==> src/design/bbs_pkg.sv <==
// ----------------------------------------------------------------------------
// Bounded bag store package
// Commands, default sizes and the request and response records.
// ----------------------------------------------------------------------------
package bbs_pkg;

  localparam int CAPACITY_DEF    = 16;
  localparam int VALUE_WIDTH_DEF = 32;

  localparam int CMD_W       = 2;
  localparam int ITEM_W      = 32;
  localparam int COUNT_OUT_W = 5;
  localparam int IN_TDATA_W  = 40;
  localparam int OUT_TDATA_W = 16;

  typedef enum logic [CMD_W-1:0] {
    CMD_ADD    = 2'd0,
    CMD_REMOVE = 2'd1,
    CMD_QUERY  = 2'd2,
    CMD_CLEAR  = 2'd3
  } cmd_t;

  typedef struct packed {
    logic [ITEM_W-1:0] item_value;
    cmd_t              command;
  } req_t;

  typedef struct packed {
    logic [COUNT_OUT_W-1:0] size;
    logic [COUNT_OUT_W-1:0] frequency;
    logic                   success;
  } rsp_t;

endpackage

==> src/design/bbs_engine.sv <==
// ----------------------------------------------------------------------------
// Bag store engine
// Entry memory with one comparator that walks the stored entries, and the
// sequencer that applies add, remove, query and clear.
// ----------------------------------------------------------------------------
module bbs_engine #(
  parameter int CAPACITY    = bbs_pkg::CAPACITY_DEF,
  parameter int VALUE_WIDTH = bbs_pkg::VALUE_WIDTH_DEF
) (
  input  logic          clk,
  input  logic          rst_n,
  input  logic          req_valid,
  output logic          req_ready,
  input  bbs_pkg::req_t req,
  output logic          rsp_valid,
  input  logic          rsp_ready,
  output bbs_pkg::rsp_t rsp
);

  localparam int CNT_W = $clog2(CAPACITY + 1);
  localparam int IDX_W = (CAPACITY > 1) ? $clog2(CAPACITY) : 1;

  typedef enum logic [4:0] {
    S_IDLE    = 5'b00001,
    S_SCAN    = 5'b00010,
    S_MOVE_RD = 5'b00100,
    S_MOVE_WR = 5'b01000,
    S_RESP    = 5'b10000
  } state_t;

  state_t                 state_r, state_nxt;
  bbs_pkg::cmd_t          cmd_r, cmd_nxt;
  logic [VALUE_WIDTH-1:0] val_r, val_nxt;
  logic [CNT_W-1:0]       count_r, count_nxt;
  logic [CNT_W-1:0]       ptr_r, ptr_nxt;
  logic                   pend_r, pend_nxt;
  logic [IDX_W-1:0]       rd_idx_r, rd_idx_nxt;
  logic [CNT_W-1:0]       freq_r, freq_nxt;
  logic                   found_r, found_nxt;
  logic [IDX_W-1:0]       match_r, match_nxt;
  logic                   ok_r, ok_nxt;

  logic [VALUE_WIDTH-1:0] mem [CAPACITY];
  logic [VALUE_WIDTH-1:0] rd_data_r;
  logic                   mem_re;
  logic [IDX_W-1:0]       mem_raddr;
  logic                   mem_we;
  logic [IDX_W-1:0]       mem_waddr;
  logic [VALUE_WIDTH-1:0] mem_wdata;

  logic [63:0]            item_ext;
  logic [CNT_W-1:0]       count_last;
  logic                   scan_more;
  logic                   hit;
  logic [15:0]            freq_ext;
  logic [15:0]            size_ext;

  assign item_ext   = {32'd0, req.item_value};
  assign count_last = count_r - CNT_W'(1);
  assign scan_more  = (ptr_r < count_r);
  assign hit        = pend_r && (rd_data_r == val_r);

  always_ff @(posedge clk) begin
    if (mem_we) begin
      mem[mem_waddr] <= mem_wdata;
    end
    if (mem_re) begin
      rd_data_r <= mem[mem_raddr];
    end
  end

  always_comb begin
    state_nxt  = state_r;
    cmd_nxt    = cmd_r;
    val_nxt    = val_r;
    count_nxt  = count_r;
    ptr_nxt    = ptr_r;
    pend_nxt   = pend_r;
    rd_idx_nxt = rd_idx_r;
    freq_nxt   = freq_r;
    found_nxt  = found_r;
    match_nxt  = match_r;
    ok_nxt     = ok_r;
    mem_re     = 1'b0;
    mem_raddr  = ptr_r[IDX_W-1:0];
    mem_we     = 1'b0;
    mem_waddr  = count_r[IDX_W-1:0];
    mem_wdata  = val_r;
    req_ready  = 1'b0;
    rsp_valid  = 1'b0;

    case (state_r)
      S_IDLE: begin
        req_ready = 1'b1;
        if (req_valid) begin
          cmd_nxt   = req.command;
          val_nxt   = item_ext[VALUE_WIDTH-1:0];
          ptr_nxt   = '0;
          pend_nxt  = 1'b0;
          freq_nxt  = '0;
          found_nxt = 1'b0;
          if (req.command == bbs_pkg::CMD_CLEAR) begin
            count_nxt = '0;
            ok_nxt    = 1'b1;
            state_nxt = S_RESP;
          end else begin
            state_nxt = S_SCAN;
          end
        end
      end

      S_SCAN: begin
        if (scan_more) begin
          mem_re     = 1'b1;
          mem_raddr  = ptr_r[IDX_W-1:0];
          pend_nxt   = 1'b1;
          rd_idx_nxt = ptr_r[IDX_W-1:0];
          ptr_nxt    = ptr_r + CNT_W'(1);
        end else begin
          pend_nxt = 1'b0;
        end
        if (hit) begin
          freq_nxt = freq_r + CNT_W'(1);
          if (!found_r) begin
            found_nxt = 1'b1;
            match_nxt = rd_idx_r;
          end
        end
        if (!scan_more && !pend_r) begin
          case (cmd_r)
            bbs_pkg::CMD_ADD: begin
              state_nxt = S_RESP;
              if (count_r < CNT_W'(CAPACITY)) begin
                mem_we    = 1'b1;
                mem_waddr = count_r[IDX_W-1:0];
                mem_wdata = val_r;
                count_nxt = count_r + CNT_W'(1);
                ok_nxt    = 1'b1;
              end else begin
                ok_nxt = 1'b0;
              end
            end
            bbs_pkg::CMD_REMOVE: begin
              if (found_r) begin
                state_nxt = S_MOVE_RD;
              end else begin
                ok_nxt    = 1'b0;
                state_nxt = S_RESP;
              end
            end
            default: begin
              ok_nxt    = found_r;
              state_nxt = S_RESP;
            end
          endcase
        end
      end

      S_MOVE_RD: begin
        mem_re    = 1'b1;
        mem_raddr = count_last[IDX_W-1:0];
        state_nxt = S_MOVE_WR;
      end

      S_MOVE_WR: begin
        mem_we    = 1'b1;
        mem_waddr = match_r;
        mem_wdata = rd_data_r;
        count_nxt = count_last;
        ok_nxt    = 1'b1;
        state_nxt = S_RESP;
      end

      S_RESP: begin
        rsp_valid = 1'b1;
        if (rsp_ready) begin
          state_nxt = S_IDLE;
        end
      end

      default: begin
        state_nxt = S_IDLE;
      end
    endcase
  end

  always_ff @(posedge clk) begin
    if (!rst_n) begin
      state_r <= S_IDLE;
      count_r <= '0;
      pend_r  <= 1'b0;
    end else begin
      state_r <= state_nxt;
      count_r <= count_nxt;
      pend_r  <= pend_nxt;
    end
  end

  always_ff @(posedge clk) begin
    cmd_r    <= cmd_nxt;
    val_r    <= val_nxt;
    ptr_r    <= ptr_nxt;
    rd_idx_r <= rd_idx_nxt;
    freq_r   <= freq_nxt;
    found_r  <= found_nxt;
    match_r  <= match_nxt;
    ok_r     <= ok_nxt;
  end

  assign freq_ext      = 16'(freq_r);
  assign size_ext      = 16'(count_r);
  assign rsp.success   = ok_r;
  assign rsp.frequency = freq_ext[bbs_pkg::COUNT_OUT_W-1:0];
  assign rsp.size      = size_ext[bbs_pkg::COUNT_OUT_W-1:0];

endmodule

==> src/design/bounded_bag_store.sv <==
// Sequence: a command is compared against every stored entry, then its result passes
// the output register; clear skips the scan, and a remove that hits adds S_MOVE_RD and S_MOVE_WR.
// One command at a time: a new input transfer is taken only once the last result has
// left the engine; the single comparator reads one entry per cycle.
// Reset: synchronous active-low rst_n empties the bag and drops a pending result;
// entry contents are not cleared.
// ----------------------------------------------------------------------------
// Bounded bag store
// Stream-facing top level with an output register in front of the engine.
// ----------------------------------------------------------------------------
module bounded_bag_store #(
  parameter int CAPACITY    = bbs_pkg::CAPACITY_DEF,
  parameter int VALUE_WIDTH = bbs_pkg::VALUE_WIDTH_DEF
) (
  input  logic                            clk,
  input  logic                            rst_n,
  input  logic                            in_tvalid,
  output logic                            in_tready,
  // Bits from low: command[1:0], item_value[33:2], zero fill[39:34].
  input  logic [bbs_pkg::IN_TDATA_W-1:0]  in_tdata,
  output logic                            out_tvalid,
  input  logic                            out_tready,
  // Bits from low: success[0], frequency[5:1], size[10:6], zero fill[15:11].
  output logic [bbs_pkg::OUT_TDATA_W-1:0] out_tdata
);

  bbs_pkg::req_t req;
  bbs_pkg::rsp_t rsp;
  logic          rsp_valid;
  logic          rsp_ready;

  logic                            out_tvalid_r, out_tvalid_nxt;
  logic [bbs_pkg::OUT_TDATA_W-1:0] out_tdata_r, out_tdata_nxt;

  assign req.command    = bbs_pkg::cmd_t'(in_tdata[1:0]);
  assign req.item_value = in_tdata[33:2];

  bbs_engine #(
    .CAPACITY    (CAPACITY),
    .VALUE_WIDTH (VALUE_WIDTH)
  ) u_engine (
    .clk       (clk),
    .rst_n     (rst_n),
    .req_valid (in_tvalid),
    .req_ready (in_tready),
    .req       (req),
    .rsp_valid (rsp_valid),
    .rsp_ready (rsp_ready),
    .rsp       (rsp)
  );

  assign rsp_ready = !out_tvalid_r || out_tready;

  always_comb begin
    out_tvalid_nxt = out_tvalid_r;
    out_tdata_nxt  = out_tdata_r;
    if (rsp_ready) begin
      out_tvalid_nxt = rsp_valid;
      if (rsp_valid) begin
        out_tdata_nxt = bbs_pkg::OUT_TDATA_W'(rsp);
      end
    end
  end

  always_ff @(posedge clk) begin
    if (!rst_n) begin
      out_tvalid_r <= 1'b0;
    end else begin
      out_tvalid_r <= out_tvalid_nxt;
    end
  end

  always_ff @(posedge clk) begin
    out_tdata_r <= out_tdata_nxt;
  end

  assign out_tvalid = out_tvalid_r;
  assign out_tdata  = out_tdata_r;

endmodule

==> config.mk <==
export PLATFORM = sky130hd
export DESIGN_NAME = bounded_bag_store
export DESIGN_NICKNAME = d
export VERILOG_FILES = /design/src/design/bbs_pkg.sv /design/src/design/bbs_engine.sv /design/src/design/bounded_bag_store.sv
export SDC_FILE = /design/constraint.sdc
export NUM_CORES = 1
export LEC_CHECK = 0
export BUFFER_PORTS_ARGS = -buffer_cell sky130_fd_sc_hd__clkbuf_2
export CORE_MARGIN = 2
export CORE_UTILIZATION = 55
export DETAILED_ROUTE_END_ITERATION = 8
export GPL_ROUTABILITY_DRIVEN = 0
export PLACE_DENSITY_LB_ADDON = 0.1
export SKIP_LAST_GASP = 1
export SLEW_MARGIN = 20
export SYNTH_ARGS = -nofsm -noshare
export SYNTH_HDL_FRONTEND = slang
export SYNTH_SLANG_ARGS = --single-unit
==> constraint.sdc <==
create_clock -name clk -period 3.4 [get_ports clk]
set_input_delay 0.34 -clock clk [delete_from_list [all_inputs] [get_ports clk]]
set_output_delay 0.34 -clock clk [all_outputs]
set_load 0.01 [all_outputs]
# Word-level counts from Yosys, hierarchy flattened
# Memories as Yosys holds them, arrays and structs flattened. A register that Yosys moved wholly into a read port is not among the register bits.
# Cells that the tools add are included.
# classes
n_addsub,4
bitwise_logic,1
n_eq_ne,17
reduce_logical,19
muxes,41
n_lt_le_gt_ge,2
# ops
cell,count
two-way mux 5 bit,14
== test 32 bit,1
two-way mux 32 bit,1
one-hot mux 5 bit (5 select lines),1
one-hot mux 5 bit (2 select lines),2
"adder 5 x 1 -> 5 bit, second input constant",3
one-hot mux 5 bit (3 select lines),1
two-way mux 1 bit,14
AND reduction 3 bit,4
"inequality test 2 x 1 -> 1 bit, second input constant",5
one-hot mux 1 bit (2 select lines),5
two-way mux 4 bit,2
AND reduction 2 bit,4
"inequality test 2 bit, second input constant",3
AND reduction 6 bit,1
"== test 5 x 1 -> 1 bit, second input constant",1
"== test 5 x 2 -> 1 bit, second input constant",1
"== test 5 x 3 -> 1 bit, second input constant",1
"== test 5 x 4 -> 1 bit, second input constant",1
"== test 5 bit, second input constant",1
less-than comparator 5 bit,1
"less-than comparator 5 bit, second input constant",1
AND reduction 5 bit,1
"subtractor 5 x 1 -> 5 bit, second input constant",1
11 further kinds,14
# totals
inputBits,44
regBits,77
ram_bits,512
output_inout_bits,18
mem_count,1
# mem_list
memory,depth,width,read_ports,rd_ports_with_merged_regs,write_ports,line,source
u_engine.mem,16,32,1,1,1,bbs_engine.sv:43,logic [VALUE_WIDTH-1:0] mem [CAPACITY];

# Depth between registers and ports, before layout
# depth
depth_word,7
ltp_mapped,13

# Cells and area by module
# A second synthesis with hierarchy kept.
# hier_totals
cells_unflattened,1783
hier_area_um2,25416.9
# modules_own_cells
module,area_per_inst_um2,cells_each,n_inst
bbs_engine,24987.7,1761,1
bounded_bag_store,429.2,22,1

# Least setup slack after synthesis
# Ideal clock, no wire load.
# synth_path
path_type,register to register
from,register u_engine.count_r[1]
to,memory u_engine.mem[10][0] in the netlist's numbering (enable)
stages_incl_launch_ff,9
period_less_slack_ns,3.491
arrival_time_ns,3.070
path_slack_ns,-0.091
n_path_buf,1
path_cell_list,dfxtp_1 clkbuf_1 inv_1 ha_1 a21oi_1 o21ai_0 and4_1 a32oi_1 nor2_1
# synth_via
elab_chain_cells,7
elab_cells_between_ends,11
classes_between,2 x order compare; 7 x mux; 2 x reduce/logical
# synth_lines
item,line,source
start: declaration,bbs_engine.sv:34,"logic [CNT_W-1:0] count_r, count_nxt;"
start signal: assignment,bbs_engine.sv:194,count_r <= count_nxt;
"less-than comparator 5 bit, on equally long branches","bbs_engine.sv:133, bbs_engine.sv:60",
two-way mux 1 bit / logical NOT 1 bit (equally long branches),"bbs_engine.sv:133, bbs_engine.sv:129",
two-way mux 1 bit / logical AND 1 bit (equally long branches),"bbs_engine.sv:130, bbs_engine.sv:129",
two-way mux 1 bit,bbs_engine.sv:129,if (!scan_more && !pend_r) begin
one-hot mux 1 bit (2 select lines),bbs_engine.sv:92,case (state_r)
two-way mux 1 bit,bbs_engine.sv:64,if (mem_we) begin
two-way mux 1 bit (implied by the code),bbs_engine.sv:65,mem[mem_waddr] <= mem_wdata;
end: declaration,bbs_engine.sv:43,
# Several ways; a longest one is shown, not always the timed one.

# Final worst setup path
# layout_path
from,register u_engine.state_r[0]
to,"register u_engine.rd_data_r[18] (read register of u_engine.mem), data pin"
# layout_via
elab_chain_cells,2
elab_cells_between_ends,4
classes_between,2 x eq/ne; 2 x mux
# layout_lines
item,line,source
start: declaration,bbs_engine.sv:31,"state_t state_r, state_nxt;"
start signal: assignment,bbs_engine.sv:193,state_r <= state_nxt;
== test 5 x 3 -> 1 bit / == test 5 x 2 -> 1 bit (equally long branches),bbs_engine.sv:92,
one-hot mux 1 bit (2 select lines) / two-way mux 4 bit (equally long branches),n/a,
end: declaration,bbs_engine.sv:44,logic [VALUE_WIDTH-1:0] rd_data_r;
# Several ways; a longest one is shown, not always the timed one.
# A chain may end at the register's enable or synchronous reset.

==> reports/summary.md <==
The total negative slack for setup checks is 0 ns, and the total of max-cap violations is 0. The clock passes through at most 3 buffers. Time the final worst path needs with I/O delays and setup: 3.21 ns.

In this run the critical register-to-register path is launched from u_engine.state_r[0]. In this run, synthesis produced a sequential element count of 621. For the largest voltage drop on the vdd net, the log shows 0.470 mV. In this run, placement finished with an instance count of 2221.

The die is 216 um tall. The final number of max-transition violations was 0. The tools report the master cell of the clock root buffer as sky130_fd_sc_hd__clkbuf_16. The first-pass iteration count of the detailed router is 5.

The floorplan die area is 46800 um^2. Final critical-path share of the clock period: 94.5%. After filler insertion, the fill cell instance count of the layout stands at 3126.

After the first detailed-routing iteration, the DRC count stood at 1840. For the pin with the worst max-slew slack, the measured transition is 1.14 ns. For the via count of the first global-routing pass, the log shows 14500. The logs give 0 for the number of design rule violations left after detail routing and 0 for the number of antenna violations at the first check in global routing. Counting every sink on the clock net gives 621. During placement, the flow inserted port buffers numbering 50.

The synthesized instance count is 1578, and the cell depth of the worst flop-to-flop path is 9. Number of enable flip-flop cells after synthesis: 609. The clock network burns 38.9% of the power. The first global-routing pass estimated 94.1 mm of wire. The repair_antennas step left the layout with diodes totalling 0. Classification of the worst-slack hold path: in2reg.

The worst register-to-register path ends at u_engine.rd_data_r[18]. Setup repair after global routing left no endpoint under its margin. In this run the count of I/O pins placed on the die edge is 62. Yosys mapped the design onto 66 distinct sky130hd cell types. Cell internal power was estimated by the tool at 13.3 mW.

Biggest area consumer among synthesized cells: sky130_fd_sc_hd__edfxtp_1. In this run the most critical hold path is launched from rst_n. In the synthesized netlist the async set-or-reset flop fraction comes to 0%. The synthesized design devotes to its leading area cell type 73.7% of total area.

By count the netlist is led by sky130_fd_sc_hd__edfxtp_1, sky130_fd_sc_hd__nand2_1, sky130_fd_sc_hd__o22ai_1. TritonCTS built the clock tree. Each instance of the synthesized netlist takes up on average 15.7 um^2. Sequential area share after synthesis: 74.7%. The number of instances on the worst hold path works out to 2. For the final setup violation count, the log shows 0.

Synthesis-to-layout area growth: 16.2%. The detail route stage leaves a number of antenna-violating nets equal to 0. The nature of the critical path endpoint is a flip-flop. The core region is 44400 um^2.

Cells with a size suffix above 1 make up 16.3% of the layout. In this run the power spent charging and discharging nets is 4.25 mW. The floorplan step set the die width to 216 um.

Data on the critical path arrives at its endpoint at 3.56 ns. The tools report the H-tree depth reported by CTS as 3. By area the synthesized netlist is led by sky130_fd_sc_hd__edfxtp_1, sky130_fd_sc_hd__o22ai_1, sky130_fd_sc_hd__mux2i_1, sky130_fd_sc_hd__nand2_1, sky130_fd_sc_hd__mux4_2. Worst-case hold path end point: u_engine.state_r[0].

For this run, the number of Yosys warnings is 0. The worst register-to-register path has a setup slack of 0.19 ns. Maximum achievable frequency: 0.311 GHz.

Leading cell type by number of instances after synthesis: sky130_fd_sc_hd__edfxtp_1. Of the total power, the share spent switching nets is 24.2%. The wire length reported by the detailed router was 63.9 mm.

The tools report the total power after layout as 17.6 mW. In this run the worst path has a maximum fanout of 31. The tools report the leakage power summed over all cells as 9.49 nW. Clock-pin slew was measured on the worst setup and hold paths at 0.06 ns.

The wire-length estimate of the detail-placed layout is 37.3 mm. The number of failing hold endpoints at the final stage came out at 0. Once the floorplan was initialized, standard cells occupied 55.9% of the core. On the final layout, the worst clock skew is 0.0287 ns. The launching element type of the critical path was a flip-flop.

The run gives 77 as the number of core rows. The later-pin clock latency in the skew report is 0.60 ns. At the worst endpoint, the required time is 3.75 ns. The worst setup path is of the reg2reg kind. In this run, CTS created clock tree buffers numbering 67. The overflow left after global routing was 0; the average wire length per cell after detail routing was 26.9 um.

Dominant synthesized flop cell: sky130_fd_sc_hd__edfxtp_1. The run finished with clean final reports. For this run, the post-layout net count is 1784.

For this block, the via count after detailed routing is 14900. The share of total power in sequential cells is 49.9%, and the maximum number of pins on one net before global-route repair is 48. Combinational cells account for 11.2% of the total power. Dividing total power by cell area gives a power density of 609 nW/um^2. The mean number of vias per cell works out to 6.29. The final standard cell count with taps included and fillers excluded came out at 2376.

The overall global routing resource usage is 27.7%, and the relative max-transition margin is 23.8%. The logs give 24800 um^2 for the synthesized area and 0.0252 ns for the worst slack on hold paths.
==> registers in the layout (all words and copies together) (netlist names) <==
register	flops
u_engine.state_r	5
u_engine.rd_data_r	32
u_engine.rd_idx_r	4
u_engine.match_r	4
u_engine.count_r	5
u_engine.val_r	32
u_engine.cmd_r	2
u_engine.mem	512
out_tdata	11
u_engine.ok_r	1
out_tvalid	1
u_engine.ptr_r	5
u_engine.freq_r	5
u_engine.found_r	1
u_engine.pend_r	1
==> worst max path at each step <==
stage,start,to,slack (ns),depth (start not counted)
finish,u_engine.state_r[0],u_engine.rd_data_r[18],0.19,9
global route,u_engine.state_r[0],u_engine.rd_data_r[6],0.01,9
CTS,u_engine.state_r[0],u_engine.rd_data_r[18],0.21,9
detailed placement,u_engine.state_r[0],u_engine.rd_data_r[18],0.26,9
global placement,u_engine.state_r[0],u_engine.rd_data_r[6],0.28,10
floorplan,u_engine.count_r[1],u_engine.mem[10][0],-0.09,8
==> routing by layer <==
metal | up-vias | part of all wire, % | wire [um] | global-route usage [%]
met3 | 119 | 8.4 | 5380 | 4.45
met5 | - | 0 | 0 | 0
met2 | 715 | 47 | 29900 | 43.5
met4 | 0 | 3.1 | 1970 | 9.77
li1 | 6601 | - | - | -
met1 | 7513 | 42 | 26700 | 39.7
==> metrics by stage <==
step	utilization [%]	worst slack [ns]	cell area [um^2]
CTS	64.9	0.212	28800
finish	64.9	0.186	28800
floorplan	-	-0.0908	24800
global route	64.9	0.0113	28800
detailed placement	59.5	0.258	26400
global placement	59.5	0.284	26400
==> cells by family after synthesis <==
kind of cell / count (synthesis) / share of synthesized area [%]
flip-flops: 621 / 74.7
AO/OA/AOI/OAI: 352 / 9.86
AND/OR/NAND/NOR: 348 / 6.59
buffers and inverters: 112 / 2.03
multiplexers: 94 / 4.95
XOR/XNOR: 42 / 1.48
adder cells (fa/ha/maj): 8 / 0.403
other: 1 / 0.0151
==> critical path, cell delays in order, from the launching register on <==
cell and delay [ns]:
sky130_fd_sc_hd__dfxtp_1 0.35, sky130_fd_sc_hd__or3_1 0.58, sky130_fd_sc_hd__nor4_1 0.85, sky130_fd_sc_hd__a21oi_4 0.08, sky130_fd_sc_hd__buf_12 0.22, sky130_fd_sc_hd__a211oi_1 0.26
sky130_fd_sc_hd__or3_1 0.15, sky130_fd_sc_hd__a211oi_1 0.04, sky130_fd_sc_hd__buf_4 0.17, sky130_fd_sc_hd__a211o_1 0.26
==> cell usage in the layout (no fill, tap or decap), types with 19 or more instances in the layout <==
| cell | instances |
|---|---|
| sky130_fd_sc_hd__nand2_1 | 165 |
| sky130_fd_sc_hd__buf_4 | 76 |
| sky130_fd_sc_hd__clkbuf_2 | 50 |
| sky130_fd_sc_hd__dlygate4sd3_1 | 34 |
| sky130_fd_sc_hd__clkbuf_16 | 70 |
| sky130_fd_sc_hd__a21oi_1 | 37 |
| sky130_fd_sc_hd__o21ai_0 | 29 |
| sky130_fd_sc_hd__edfxtp_1 | 609 |
| sky130_fd_sc_hd__inv_1 | 19 |
| sky130_fd_sc_hd__a211oi_1 | 49 |
| sky130_fd_sc_hd__o22ai_1 | 117 |
| sky130_fd_sc_hd__a211o_1 | 29 |
| sky130_fd_sc_hd__mux2i_1 | 71 |
| sky130_fd_sc_hd__xor2_1 | 35 |
| sky130_fd_sc_hd__mux4_2 | 23 |
| sky130_fd_sc_hd__nor2_1 | 41 |
| sky130_fd_sc_hd__clkbuf_1 | 22 |
| sky130_fd_sc_hd__nor3_1 | 34 |
==> what timing repair did <==
action,in CTS,in global routing
buffers inserted,0,0
gates resized for setup,0,0
hold buffers,33,1
hold endpoints to repair,33,1
==> area by class of cell <==
| cell class | count | area [um^2] | area share (%) |
|---|---|---|---|
| clock buffers | 92 | 1830 | 6.36 |
| flip-flops and latches | 621 | 18500 | 64.2 |
| multi-input cells | 849 | 6020 | 20.9 |
| inverters | 20 | 75.1 | 0.260 |
| repair buffers | 173 | 1420 | 4.93 |
| clock inverters | 29 | 220 | 0.764 |
| well taps | 592 | 741 | 2.57 |
==> power groups by stage <==
stage	clock network [mW]	registers [mW]	logic, mW
4_1_cts	6.92	8.77	1.96
3_3_place_gp	0	8.93	1.88
2_1_floorplan	0	8.90	1.18
3_5_place_dp	0	8.93	1.92
5_1_grt	7.23	8.78	2.11
6_report	6.83	8.77	1.97
Note: power is estimated with default switching activity, not from simulation.
